[src/rtl/bawf_pkg.sv]
`timescale 1ns / 1ps
`default_nettype none

package bawf_pkg;

  // Operation codes carried in the request's tuser field
  typedef enum logic [4:0] {
    OP_ADD  = 5'd0,
    OP_ADC  = 5'd1,
    OP_SUB  = 5'd2,
    OP_SBB  = 5'd3,
    OP_ANA  = 5'd4,
    OP_XRA  = 5'd5,
    OP_ORA  = 5'd6,
    OP_CMP  = 5'd7,
    OP_INR  = 5'd8,
    OP_DCR  = 5'd9,
    OP_RLC  = 5'd10,
    OP_RRC  = 5'd11,
    OP_RAL  = 5'd12,
    OP_RAR  = 5'd13,
    OP_DAA  = 5'd14,
    OP_CMA  = 5'd15,
    OP_CMC  = 5'd16,
    OP_STC  = 5'd17,
    OP_DAD  = 5'd18,
    OP_COND = 5'd19
  } op_t;

  // Branch condition codes
  typedef enum logic [2:0] {
    COND_NZ = 3'd0,
    COND_Z  = 3'd1,
    COND_NC = 3'd2,
    COND_C  = 3'd3,
    COND_PO = 3'd4,
    COND_PE = 3'd5,
    COND_P  = 3'd6,
    COND_M  = 3'd7
  } cond_t;

  // Flag byte bit positions
  localparam int unsigned FLAG_S  = 7;
  localparam int unsigned FLAG_Z  = 6;
  localparam int unsigned FLAG_AC = 4;
  localparam int unsigned FLAG_P  = 2;
  localparam int unsigned FLAG_CY = 0;

  // Decimal adjust corrections
  localparam logic [7:0] DAA_LO_CORR = 8'h06;
  localparam logic [7:0] DAA_HI_CORR = 8'h60;
  localparam logic [3:0] BCD_NINE    = 4'h9;

  typedef struct packed {
    logic [2:0]  cond_code;
    logic [4:0]  req_type;
    logic [15:0] pair_in;
    logic [15:0] hl_in;
    logic [7:0]  operand;
    logic [7:0]  flags_in;
    logic [7:0]  acc_in;
  } req_t;

  typedef struct packed {
    logic        cond_true;
    logic [15:0] hl_out;
    logic [7:0]  result_byte;
    logic [7:0]  flags_out;
    logic [7:0]  acc_out;
  } res_t;

endpackage

`default_nettype wire

[src/rtl/bawf_core.sv]
`timescale 1ns / 1ps
`default_nettype none

module bawf_core (
  input  wire bawf_pkg::req_t req,
  output bawf_pkg::res_t      res
);

  // Build a flag byte from an 8-bit result; bits 5, 3, 1 come from the old flags
  function automatic logic [7:0] mk_flags(input logic [7:0] r, input logic ac,
                                          input logic c, input logic [7:0] fi);
    mk_flags = {r[7], (r == 8'h00), fi[5], ac, fi[3], ~(^r), fi[1], c};
  endfunction

  logic [7:0] a;
  logic [7:0] b;
  logic [7:0] fi;
  logic       cy;
  logic [7:0] add_b;
  logic       add_cin;
  logic [8:0] add_sum;
  logic [4:0] add_nib;
  logic       daa_lo;
  logic       daa_hi;
  logic [7:0] inr_r;
  logic [7:0] dcr_r;
  logic [16:0] dad_sum;
  logic       cond_ok;

  assign a  = req.acc_in;
  assign b  = req.operand;
  assign fi = req.flags_in;
  assign cy = fi[bawf_pkg::FLAG_CY];

  // Decimal adjust decisions
  assign daa_lo = fi[bawf_pkg::FLAG_AC] || (a[3:0] > bawf_pkg::BCD_NINE);
  assign daa_hi = cy || (a[7:4] > bawf_pkg::BCD_NINE) ||
                  ((a[7:4] >= bawf_pkg::BCD_NINE) && (a[3:0] > bawf_pkg::BCD_NINE));

  // One shared byte adder for add, subtract, compare and decimal adjust
  always_comb begin
    add_b   = b;
    add_cin = 1'b0;
    unique case (req.req_type)
      bawf_pkg::OP_ADC: begin
        add_cin = cy;
      end
      bawf_pkg::OP_SUB, bawf_pkg::OP_CMP: begin
        add_b   = ~b;
        add_cin = 1'b1;
      end
      bawf_pkg::OP_SBB: begin
        add_b   = ~b;
        add_cin = ~cy;
      end
      bawf_pkg::OP_DAA: begin
        add_b = (daa_lo ? bawf_pkg::DAA_LO_CORR : 8'h00) |
                (daa_hi ? bawf_pkg::DAA_HI_CORR : 8'h00);
      end
      default: begin
        add_b   = b;
        add_cin = 1'b0;
      end
    endcase
  end

  assign add_sum = {1'b0, a} + {1'b0, add_b} + {8'h00, add_cin};
  assign add_nib = {1'b0, a[3:0]} + {1'b0, add_b[3:0]} + {4'h0, add_cin};
  assign inr_r   = b + 8'h01;
  assign dcr_r   = b - 8'h01;
  assign dad_sum = {1'b0, req.hl_in} + {1'b0, req.pair_in};

  always_comb begin
    res.acc_out     = a;
    res.flags_out   = fi;
    res.result_byte = 8'h00;
    res.hl_out      = req.hl_in;
    res.cond_true   = cond_ok;
    unique case (req.req_type)
      bawf_pkg::OP_ADD, bawf_pkg::OP_ADC: begin
        res.acc_out   = add_sum[7:0];
        res.flags_out = mk_flags(add_sum[7:0], add_nib[4], add_sum[8], fi);
      end
      bawf_pkg::OP_SUB, bawf_pkg::OP_SBB: begin
        // carry out of the complement add is the inverse of the borrow
        res.acc_out   = add_sum[7:0];
        res.flags_out = mk_flags(add_sum[7:0], add_nib[4], ~add_sum[8], fi);
      end
      bawf_pkg::OP_CMP: begin
        res.flags_out = mk_flags(add_sum[7:0], add_nib[4], ~add_sum[8], fi);
      end
      bawf_pkg::OP_ANA: begin
        res.acc_out   = a & b;
        res.flags_out = mk_flags(a & b, a[3] | b[3], 1'b0, fi);
      end
      bawf_pkg::OP_XRA: begin
        res.acc_out   = a ^ b;
        res.flags_out = mk_flags(a ^ b, 1'b0, 1'b0, fi);
      end
      bawf_pkg::OP_ORA: begin
        res.acc_out   = a | b;
        res.flags_out = mk_flags(a | b, 1'b0, 1'b0, fi);
      end
      bawf_pkg::OP_INR: begin
        res.result_byte = inr_r;
        res.flags_out   = mk_flags(inr_r, inr_r[3:0] == 4'h0, cy, fi);
      end
      bawf_pkg::OP_DCR: begin
        res.result_byte = dcr_r;
        res.flags_out   = mk_flags(dcr_r, dcr_r[3:0] != 4'hF, cy, fi);
      end
      bawf_pkg::OP_RLC: begin
        res.acc_out   = {a[6:0], a[7]};
        res.flags_out = {fi[7:1], a[7]};
      end
      bawf_pkg::OP_RRC: begin
        res.acc_out   = {a[0], a[7:1]};
        res.flags_out = {fi[7:1], a[0]};
      end
      bawf_pkg::OP_RAL: begin
        res.acc_out   = {a[6:0], cy};
        res.flags_out = {fi[7:1], a[7]};
      end
      bawf_pkg::OP_RAR: begin
        res.acc_out   = {cy, a[7:1]};
        res.flags_out = {fi[7:1], a[0]};
      end
      bawf_pkg::OP_DAA: begin
        // carry sets on a high correction, otherwise holds
        res.acc_out   = add_sum[7:0];
        res.flags_out = mk_flags(add_sum[7:0], add_nib[4], daa_hi | cy, fi);
      end
      bawf_pkg::OP_CMA: begin
        res.acc_out = ~a;
      end
      bawf_pkg::OP_CMC: begin
        res.flags_out = {fi[7:1], ~cy};
      end
      bawf_pkg::OP_STC: begin
        res.flags_out = {fi[7:1], 1'b1};
      end
      bawf_pkg::OP_DAD: begin
        res.hl_out    = dad_sum[15:0];
        res.flags_out = {fi[7:1], dad_sum[16]};
      end
      default: begin
        res.acc_out = a;
      end
    endcase
  end

  // Branch condition, evaluated on the incoming flags for every request
  always_comb begin
    unique case (bawf_pkg::cond_t'(req.cond_code))
      bawf_pkg::COND_NZ: cond_ok = ~fi[bawf_pkg::FLAG_Z];
      bawf_pkg::COND_Z:  cond_ok =  fi[bawf_pkg::FLAG_Z];
      bawf_pkg::COND_NC: cond_ok = ~fi[bawf_pkg::FLAG_CY];
      bawf_pkg::COND_C:  cond_ok =  fi[bawf_pkg::FLAG_CY];
      bawf_pkg::COND_PO: cond_ok = ~fi[bawf_pkg::FLAG_P];
      bawf_pkg::COND_PE: cond_ok =  fi[bawf_pkg::FLAG_P];
      bawf_pkg::COND_P:  cond_ok = ~fi[bawf_pkg::FLAG_S];
      bawf_pkg::COND_M:  cond_ok =  fi[bawf_pkg::FLAG_S];
      default:           cond_ok = 1'b0;
    endcase
  end

endmodule

`default_nettype wire

[src/rtl/byte_alu_with_flags_unit.sv]
`timescale 1ns / 1ps
`default_nettype none
// 8080-style accumulator ALU with flag logic.
// Request channel (s_axis): one transaction carries one operation. tuser selects
// the operation and the branch condition; tdata carries accumulator, flags,
// operand byte, HL and the register pair.
// Result channel (m_axis): one transaction per request, in request order, with
// the new accumulator, new flags, INR/DCR result byte, new HL and the
// condition-test bit.
// Path: an accepted request is captured in the input register, then its core
// result is captured in the result register that drives m_axis.
// Throughput: one transaction per cycle while m_axis_tready is high; between the
// two register stages: byte/nibble adders, INR/DCR, 16-bit adder, flag/cond select.
// Reset: rst (synchronous, active high) empties both stages; s_axis_tready is
// high from the first cycle after reset.
// Stall: while m_axis_tready is low a waiting result holds; the input stage
// still fills if it is empty, then s_axis_tready drops until the result drains.
// No transaction is dropped or repeated.

module byte_alu_with_flags_unit (
  input  wire         clk,
  input  wire         rst,
  input  wire         s_axis_tvalid,
  output logic        s_axis_tready,
  // [7:0] acc_in, [15:8] flags_in, [23:16] operand, [39:24] hl_in, [55:40] pair_in
  input  wire  [55:0] s_axis_tdata,
  // [4:0] req_type, [7:5] cond_code
  input  wire  [7:0]  s_axis_tuser,
  output logic        m_axis_tvalid,
  input  wire         m_axis_tready,
  // [7:0] acc_out, [15:8] flags_out, [23:16] result_byte, [39:24] hl_out,
  // [40] cond_true, [47:41] zero
  output logic [47:0] m_axis_tdata
);

  bawf_pkg::req_t in_req;
  logic           in_valid;
  bawf_pkg::res_t core_res;
  bawf_pkg::res_t out_res;
  logic           out_adv;

  // The result register takes a new value when it is empty or being drained
  assign out_adv       = ~m_axis_tvalid | m_axis_tready;
  assign s_axis_tready = ~in_valid | out_adv;

  // Input register: capture the request fields as one packed struct
  always_ff @(posedge clk) begin
    if (rst) begin
      in_valid <= 1'b0;
    end else if (s_axis_tready) begin
      in_valid <= s_axis_tvalid;
    end
  end

  always_ff @(posedge clk) begin
    if (s_axis_tready && s_axis_tvalid) begin
      in_req.acc_in    <= s_axis_tdata[7:0];
      in_req.flags_in  <= s_axis_tdata[15:8];
      in_req.operand   <= s_axis_tdata[23:16];
      in_req.hl_in     <= s_axis_tdata[39:24];
      in_req.pair_in   <= s_axis_tdata[55:40];
      in_req.req_type  <= s_axis_tuser[4:0];
      in_req.cond_code <= s_axis_tuser[7:5];
    end
  end

  bawf_core u_core (
    .req (in_req),
    .res (core_res)
  );

  // Result register: advance when the downstream side can take it
  always_ff @(posedge clk) begin
    if (rst) begin
      m_axis_tvalid <= 1'b0;
    end else if (out_adv) begin
      m_axis_tvalid <= in_valid;
    end
  end

  always_ff @(posedge clk) begin
    if (out_adv && in_valid) begin
      out_res <= core_res;
    end
  end

  assign m_axis_tdata = {7'h00, out_res.cond_true, out_res.hl_out, out_res.result_byte,
                         out_res.flags_out, out_res.acc_out};

endmodule

`default_nettype wire
[config.mk]
export PLATFORM = sky130hd
export DESIGN_NAME = byte_alu_with_flags_unit
export DESIGN_NICKNAME = d
export VERILOG_FILES = /design/src/rtl/bawf_pkg.sv /design/src/rtl/bawf_core.sv /design/src/rtl/byte_alu_with_flags_unit.sv
export SDC_FILE = /design/constraint.sdc
export NUM_CORES = 1
export LEC_CHECK = 0
export BUFFER_PORTS_ARGS = -buffer_cell sky130_fd_sc_hd__clkbuf_2
export CAP_MARGIN = 20
export CORE_MARGIN = 3
export CORE_UTILIZATION = 40
export DETAILED_ROUTE_END_ITERATION = 16
export PLACE_DENSITY_LB_ADDON = 0.2
export SLEW_MARGIN = 10
export SYNTH_ARGS = -nofsm -noshare
export SYNTH_HDL_FRONTEND = slang
export SYNTH_SLANG_ARGS = --single-unit
[constraint.sdc]
create_clock -name clk -period 5.3 [get_ports clk]
set_clock_uncertainty 0.2 [all_clocks]
set_input_delay 0.265 -clock clk [delete_from_list [all_inputs] [get_ports clk]]
set_output_delay 0.265 -clock clk [all_outputs]
set_load 0.01 [all_outputs]
; ---- After elaboration in Yosys (flattened, before gate mapping)
; Index checks and enable logic that the tools add are counted.
[word_totals]
regBits = 107
latchBits = 0
ramBits = 0
mem_bits_ro = 0
out_inout_bits = 50
word_cells = 109
mem_count = 0
[op_classes]
add_sub_neg = 7
mul = 0
div_mod_pow = 0
n_lt_le_gt_ge = 3
n_eq_ne = 26
shift = 0
mux = 9
bitwise_logic = 23
n_reduce_logical = 27
[op_table]
columns = op, n
row1 = $pmux 8 s13, 1
row2 = $pmux 8 s9, 1
row3 = $logic_not 8->1, 6
row4 = $reduce_xor 8->1, 6
row5 = $eq 5x4->1 const B, 8
row6 = $pmux 8 s2, 2
row7 = $eq 5x3->1 const B, 4
row8 = $add 16x16->17, 1
row9 = $mux 16, 1
row10 = $not 8->8, 2
row11 = $or 8x8->8, 2
row12 = $eq 5x5->1 const B, 3
row13 = $not 1->1, 13
row14 = $eq 3x3->1 const B, 4
row15 = $eq 5x2->1 const B, 2
row16 = $add 8x8->9, 1
row17 = $add 9x1->9, 1
row18 = $add 8x1->8 const B, 1
row19 = $and 8x8->8, 1
row20 = $gt 4x4->1 const B, 2
row21 = $pmux 1 s8, 1
row22 = $reduce_or 2->1, 4
row23 = $sub 8x1->8 const B, 1
row24 = $xor 8x8->8, 1
row25 = 18 further kinds, 26

; ---- Longest topological paths before layout
; Gate-level depths: netlist of run 1.
[logic_depth]
ltp_word = 11
mapped_depth = 19

; ---- Modules after synthesis
; Synthesis of run 1 repeated with hierarchy kept, for this count alone.
[unflattened]
hier_cells = 621
hier_area_um2 = 6825.3
[by_module_without_submodules]
columns = mod, n_inst, cells_each, area_per_inst_um2
row1 = bawf_core, 1, 498, 3512.1
row2 = byte_alu_with_flags_unit, 1, 123, 3313.2

; ---- Worst setup path after synthesis of run 1
; OpenSTA, ideal clock, no wires.
[synth_timing]
kind = register -> register
from = register in_req[60] (netlist bit)
to = register out_res, in the netlist m_axis_tdata[10], data pin
setup_time_ps = 259
arrival_ps = 3632
required_time_ps = 4841
setup_slack_ps = 1209
stages_incl_launch_ff = 20
n_path_buf = 2
cell_sequence = edfxtp_1 -> clkbuf_1 -> nand2b_1 -> or3_1 -> clkbuf_1 -> inv_1 -> nor2_1 -> a21oi_1 -> fa_1 -> inv_1 -> fa_1 -> a21o_1 -> a21oi_1 -> xor2_1 -> ha_1 -> xnor2_1 -> xnor2_1 -> xnor2_1 -> xnor2_1 -> o21bai_1
[synth_lines]
columns = element, line_no
row1 = "start, declared", byte_alu_with_flags_unit.sv:36  ; bawf_pkg::req_t in_req;
row2 = "end signal, assigned", byte_alu_with_flags_unit.sv:83  ; out_res <= core_res;
row3 = "end, declared", byte_alu_with_flags_unit.sv:39  ; bawf_pkg::res_t out_res;

==> results.sh, run 1 <==
export IMPL_synth_edf_count=105
export IMPL_grt_max_degree=65
export IMPL_cap_violations=0
export IMPL_min_period_over_period_pct=86.76
export IMPL_fin_tns_setup_ps=0
export IMPL_cts_root_buf="clkbuf_16"
export IMPL_cts_buffers_inserted=9
export IMPL_end_kind="flip-flop"
export IMPL_critPathKind="flip-flop to flip-flop"
export IMPL_vias=5190
export IMPL_post_synth_top_count_cell="edfxtp_1"
export IMPL_ys_types=61
export IMPL_grt_pass1_vias=5211
export IMPL_drc=0
export IMPL_synth_top_area_cell="edfxtp_1"
export IMPL_crit_buf_inv=2
export IMPL_pin_count=118
export IMPL_vias_per_cell=5.227
export IMPL_setup_viol=0
export IMPL_die_x_um=134.2
export IMPL_cts_max_path_buffers=2
export IMPL_drv_slew=0
export IMPL_syn_to_final_growth_pct=26.16
export IMPL_cp_arrival_ps=4500
export IMPL_cp_top_family="adder cells"
export IMPL_status="finished, final reports clean"
export IMPL_postLayoutCoreUtil_pct=51.82
export IMPL_syn_area_sq_um=6573
export IMPL_syn_inst=605
export IMPL_required_ps=5200
export IMPL_yosys_warnings=0
export IMPL_antenna_cells=0
export IMPL_track_usage_pct=18.69
export IMPL_synth_area_per_cell_sq_um=10.86
export IMPL_std_cell_rows=46
export IMPL_register_area_sq_um=3193
export IMPL_grt_pass1_wl_mm=26.59
export IMPL_critPathLaunchType="flip-flop"
export IMPL_ant_nets=0
export IMPL_insertion_delay_ps=350
export IMPL_synth_common_cells="edfxtp_1, ha_1, nand2_1"
export IMPL_cts_resized=0
export IMPL_start_util_pct=41.08
export IMPL_drt_first_pass_iters=5
export IMPL_cpMostUsedCell="xnor2_1"
export IMPL_finalHoldViolCount=0
export IMPL_ys_seq_area_share_pct=48.58
export IMPL_cp_max_fo=18
export IMPL_dieArea_sq_um=18010
export IMPL_htree_num_levels=3
export IMPL_critical_path_slowest_cell="edfxtp_1"
export IMPL_peakVddDrop_mv=0.1462
export IMPL_ys_ff_latch=107
export IMPL_io_buffers=110
export IMPL_hold_ws_ps=57.82
export IMPL_async_reset_ff_share_pct=0
export IMPL_power_leakage_uw=0.003471
export IMPL_drive_gt1_share_pct=17.63
export IMPL_totalWireLength_mm=16.66
export IMPL_ys_flop_type="edfxtp_1"
export IMPL_nets=908
export IMPL_relSlewSlack_pct=33.22
export IMPL_rsz0062_at_grt="false"
export IMPL_routedWlPerCell_um=16.78
export IMPL_grt_ovfl_total=0
export IMPL_tritoncts="yes"
export IMPL_antenna_found_initial=0
export IMPL_worstMarginPinSlew_ps=998.9
export IMPL_core_area_sq_um=16000
export IMPL_fp_dieH_um=134.2
export IMPL_routabilityCongestion=0.8944
export IMPL_p_per_area_nw_per_um2=273.2
export IMPL_cts_sinks=107
export IMPL_yosys_top_cells_area="edfxtp_1, ha_1, xnor2_1"
export IMPL_synth_top_area_share_pct=47.97
export IMPL_max_freq_mhz=217.5
export IMPL_clk_pin_slew_ps=70
export IMPL_hold_class="primary input to flip-flop"
export IMPL_path_cells="nand2b_1, or3_1, inv_1, nor2_1, a21oi_1, fa_1, inv_1, fa_1, a21o_1, a21oi_1, xor2_1, ha_1, xnor2_1, xnor2_1, xnor2_1, xnor2_1, o21bai_1"
export IMPL_max_stage_delay_ps=600
export IMPL_drtIter0Drc=311
export IMPL_fill_cells=1470
export IMPL_finalCriticalPeriod_ps=4598
export IMPL_dp_hpwl_mm=12.36
export IMPL_multiInputGateArea_sq_um=3099
## through the flow
stage               instances  cell area [sq um]  setup slack [ps]  total power (uW)
global placement          911               7308             903.3              1504
CTS                       993               8292             698.7              2284
detailed placement        911               7308             716.6              1515
finish                    993               8292             701.6              2265
floorplan                 611               6595              1209              1383
global route              993               8292             350.4              2379
## cell families after synthesis
kind of cell	count (synthesis)	synth area share (%)
and+or+nand+nor	163	11.94
AOI/OAI and AO/OA	138	14.09
DFF	107	48.58
buffers and inverters	75	4.740
adders and majority gates	68	13.29
xor gates and xnor gates	51	6.796
muxes	2	0.5140
other	1	0.05706
## layer usage
layer / vias to the layer above / global-route usage [%] / wire, um
li1: 2537 / - / -
met1: 2455 / 23.58 / 6996
met2: 175 / 32.09 / 8332
met3: 23 / 4.089 / 1008
met4: 0 / 5.939 / 321
met5: - / 0 / 0
## sequential cells by signal, indices dropped and copies added, names as in the netlist
| name | flops |
|---|---|
| m_axis_tvalid | 1 |
| in_valid | 1 |
| in_req | 64 |
| m_axis_tdata | 41 |
## final timing paths
kind,start,cells after the start,endpoint,slack [ps]
setup / recovery,in_req[60],17,m_axis_tdata[10],700
hold / removal,m_axis_tready,4,m_axis_tvalid,60
setup reg to reg,in_req[60],17,m_axis_tdata[10],700
hold reg to reg,in_req[9],0,m_axis_tdata[9],230
## layout make-up
type | count | area share, %
flip-flops and latches | 107 | 38.51
inverters | 46 | 2.082
clock buffers | 9 | 2.716
clock inverters | 7 | 1.177
well taps | 216 | 3.259
multi-input cells | 429 | 37.38
repair buffers | 179 | 14.88
## what timing repair did
action,in CTS,in global routing
hold buffers,66,0
buffers inserted,0,0
endpoints found under the hold margin,66,0
## placed cells by master (no fill, tap or decap), types with 3 or more instances in the layout
master | synthesis | layout
a21oi_1 | 25 | 25
nor2_1 | 42 | 42
nand2_1 | 51 | 51
a221o_1 | 4 | 4
o21ai_0 | 37 | 37
and2_1 | 8 | 7
dlygate4sd3_1 | 0 | 66
edfxtp_1 | 105 | 105
conb_1 | 1 | 7
o21a_1 | 5 | 5
clkbuf_2 | 0 | 110
xnor2_1 | 37 | 37
nand2b_1 | 7 | 7
a21o_1 | 6 | 6
inv_1 | 45 | 45
a22oi_1 | 3 | 3
clkbuf_16 | 0 | 9
or3_1 | 4 | 4
and4_1 | 3 | 3
ha_1 | 65 | 65
nand3_1 | 9 | 9
a31oi_1 | 6 | 6
o211ai_1 | 10 | 10
a221oi_1 | 9 | 9
nor2b_1 | 9 | 8
nand4_1 | 6 | 6
a211oi_1 | 8 | 8
o221ai_1 | 3 | 3
xor2_1 | 14 | 14
nor3_1 | 9 | 9
buf_4 | 7 | 3
fa_1 | 3 | 3
and3_1 | 5 | 5
## power breakdown
part	leakage, uW	switching (uW)	internal (uW)
Clock	0.000159	309	418
Combinational	0.00229	264	243
Sequential	0.00102	42.7	989
Total	0.00347	616	1650
## worst min-delay path, cell delays in order
cell and delay [ps]:
clkbuf_2 80, nor2b_1 80, nor2_1 100, nor2_1 40
Note: power is estimated with default switching activity, not from simulation.
==> run 2: changes to the inputs <==
--- a/config.mk
+++ b/config.mk
@@ -11,6 +11,7 @@
 export CORE_UTILIZATION = 40
 export DETAILED_ROUTE_END_ITERATION = 16
 export PLACE_DENSITY_LB_ADDON = 0.2
+export RECOVER_POWER = 100
 export SLEW_MARGIN = 10
 export SYNTH_ARGS = -nofsm -noshare
 export SYNTH_HDL_FRONTEND = slang
==> results.sh, run 2 (synthesis gave the netlist of run 1 again) <==
export IMPL_r2r_slack_ps=700
export IMPL_worstMarginPinSlew_ps=3382
export IMPL_rsz0062_at_grt="false"
export IMPL_cts_resized=0
export IMPL_critPathLaunchType="flip-flop"
export IMPL_std_cell_rows=46
export IMPL_clk_pin_slew_ps=70
export IMPL_dp_hpwl_mm=12.36
export IMPL_cp_arrival_ps=4510
export IMPL_grt_max_degree=65
export IMPL_postLayoutCoreUtil_pct=51.28
export IMPL_fin_tns_setup_ps=0
export IMPL_grt_pass1_vias=5211
export IMPL_fp_dieH_um=134.2
export IMPL_drt_first_pass_iters=5
export IMPL_totalWireLength_mm=16.79
export IMPL_cts_sinks=107
export IMPL_p_total_uw=2262
export IMPL_drc=0
export IMPL_min_period_over_period_pct=86.83
export IMPL_htree_num_levels=3
export IMPL_drtIter0Drc=294
export IMPL_pin_count=118
export IMPL_nets=908
export IMPL_routedWlPerCell_um=16.91
export IMPL_reg2reg_to="m_axis_tdata[10]"
export IMPL_largest_register_ffs=64
export IMPL_power_leakage_uw=0.003318
export IMPL_endpoint="m_axis_tdata[10]"
export IMPL_vias_per_cell=5.281
export IMPL_setup_viol=0
export IMPL_cts_setup_buffers=0
export IMPL_die_x_um=134.2
export IMPL_io_buffers=110
export IMPL_gr_usage_met3_pct=4.089
export IMPL_drv_slew=88
export IMPL_ant_nets=0
export IMPL_grt_busiest_layer="met2"
export IMPL_finalHoldViolCount=0
export IMPL_drive_gt1_share_pct=10.94
export IMPL_grtUsageMet1_pct=23.58
export IMPL_critPathKind="flip-flop to flip-flop"
export IMPL_cap_violations=2
export IMPL_antenna_found_initial=0
export IMPL_p_per_area_nw_per_um2=275.7
export IMPL_hold_class="primary input to flip-flop"
export IMPL_routabilityCongestion=0.8944
export IMPL_grt_pass1_wl_mm=26.59
export IMPL_holdBufCountCts=66
export IMPL_end_kind="flip-flop"
export IMPL_fill_cells=1498
export IMPL_core_area_sq_um=16000
export IMPL_relSlewSlack_pct=-125.5
export IMPL_mostFrequentLayoutCells="edfxtp_1, dlygate4sd3_1, ha_1"
export IMPL_use_met2_pct=32.09
export IMPL_status="finished with violations"
export IMPL_regMostFlops="in_req"
export IMPL_cts_buffers_inserted=9
export IMPL_cts_max_path_buffers=2
export IMPL_final_common_cell="edfxtp_1"
export IMPL_antenna_cells=0
export IMPL_r2r_cells=17
export IMPL_tritoncts="yes"
export IMPL_cts_root_buf="clkbuf_16"
export IMPL_start_util_pct=41.08
export IMPL_startpoint="in_req[60]"
export IMPL_required_ps=5200
export IMPL_finalCriticalPeriod_ps=4602
export IMPL_cp_max_fo=18
export IMPL_peakVddDrop_mv=0.1459
export IMPL_vias=5244
export IMPL_worstReg2RegStart="in_req[60]"
export IMPL_grt_ovfl_total=0
export IMPL_track_usage_pct=18.69
export IMPL_violations="max-capacitance violations, max-slew violations"
export IMPL_dieArea_sq_um=18010
export IMPL_max_freq_mhz=217.3
export IMPL_syn_to_final_growth_pct=24.84
export IMPL_insertion_delay_ps=350
==> run 2: changes by cell type in the layout (fill, tap and decap cells not counted), sizes merged <==
cell	change
buf	-2
clkbuf	+2
==> run 2: critical path, cell delays in order, from the launching register on <==
cell      delay (ps)
edfxtp_1         610
nand2b_1         270
or3_1            450
inv_1             90
nor2_1           110
a21oi_1          230
fa_1             230
inv_1             60
fa_1             410
a21o_1           220
a21oi_1          260
xor2_1           230
ha_1             270
xnor2_1          180
xnor2_1          150
xnor2_1          160
xnor2_1          140
o21bai_1          80
==> run 2: worst min-delay path by stage <==
stage / from / endpoint / slack [ps] / cells after the start
3_3_place_gp: in_req[11] / m_axis_tdata[11] / 200 / 0
2_1_floorplan: rst / in_valid / 140 / 1
3_5_place_dp: in_req[11] / m_axis_tdata[11] / 210 / 0
4_1_cts: m_axis_tready / m_axis_tvalid / 40 / 4
6_report: m_axis_tready / m_axis_tvalid / 30 / 4
5_1_grt: m_axis_tready / m_axis_tvalid / 60 / 4
==> run 2: power breakdown <==
part | total (uW) | leakage [uW] | internal [uW] | switching (uW)
clock | 728 | 0.000159 | 418 | 310
combinational | 500 | 0.00214 | 236 | 264
sequential | 1030 | 0.00102 | 992 | 42.6
total | 2260 | 0.00332 | 1650 | 617
==> run 2: layout make-up <==
cell class	count	area, sq um	area share (%)
sequential	107	3193	38.91
multi-input combinational	429	3078	37.51
timing repair buffer	179	1169	14.24
tap	216	270.3	3.294
clock buffer	9	225.2	2.745
inverter	46	172.7	2.104
clock inverter	7	97.59	1.189
==> run 2: metrics by stage <==
stage          cell area, sq um  hold WS, ps  std cells  setup WS [ps]
2_1_floorplan              6595        137.4        611           1209
3_3_place_gp               7308        200.7        911          903.3
3_5_place_dp               7308        205.4        911          716.6
4_1_cts                    8292        42.11        993          698.7
5_1_grt                    8205        55.01        993          350.4
6_report                   8205        32.13        993          698.2
==> run 2: routing by layer <==
metal | up-vias | share of wire, %
li1 | 2535 | -
met1 | 2481 | 42
met2 | 203 | 50
met3 | 25 | 6.4
met4 | 0 | 2.1
met5 | - | 0
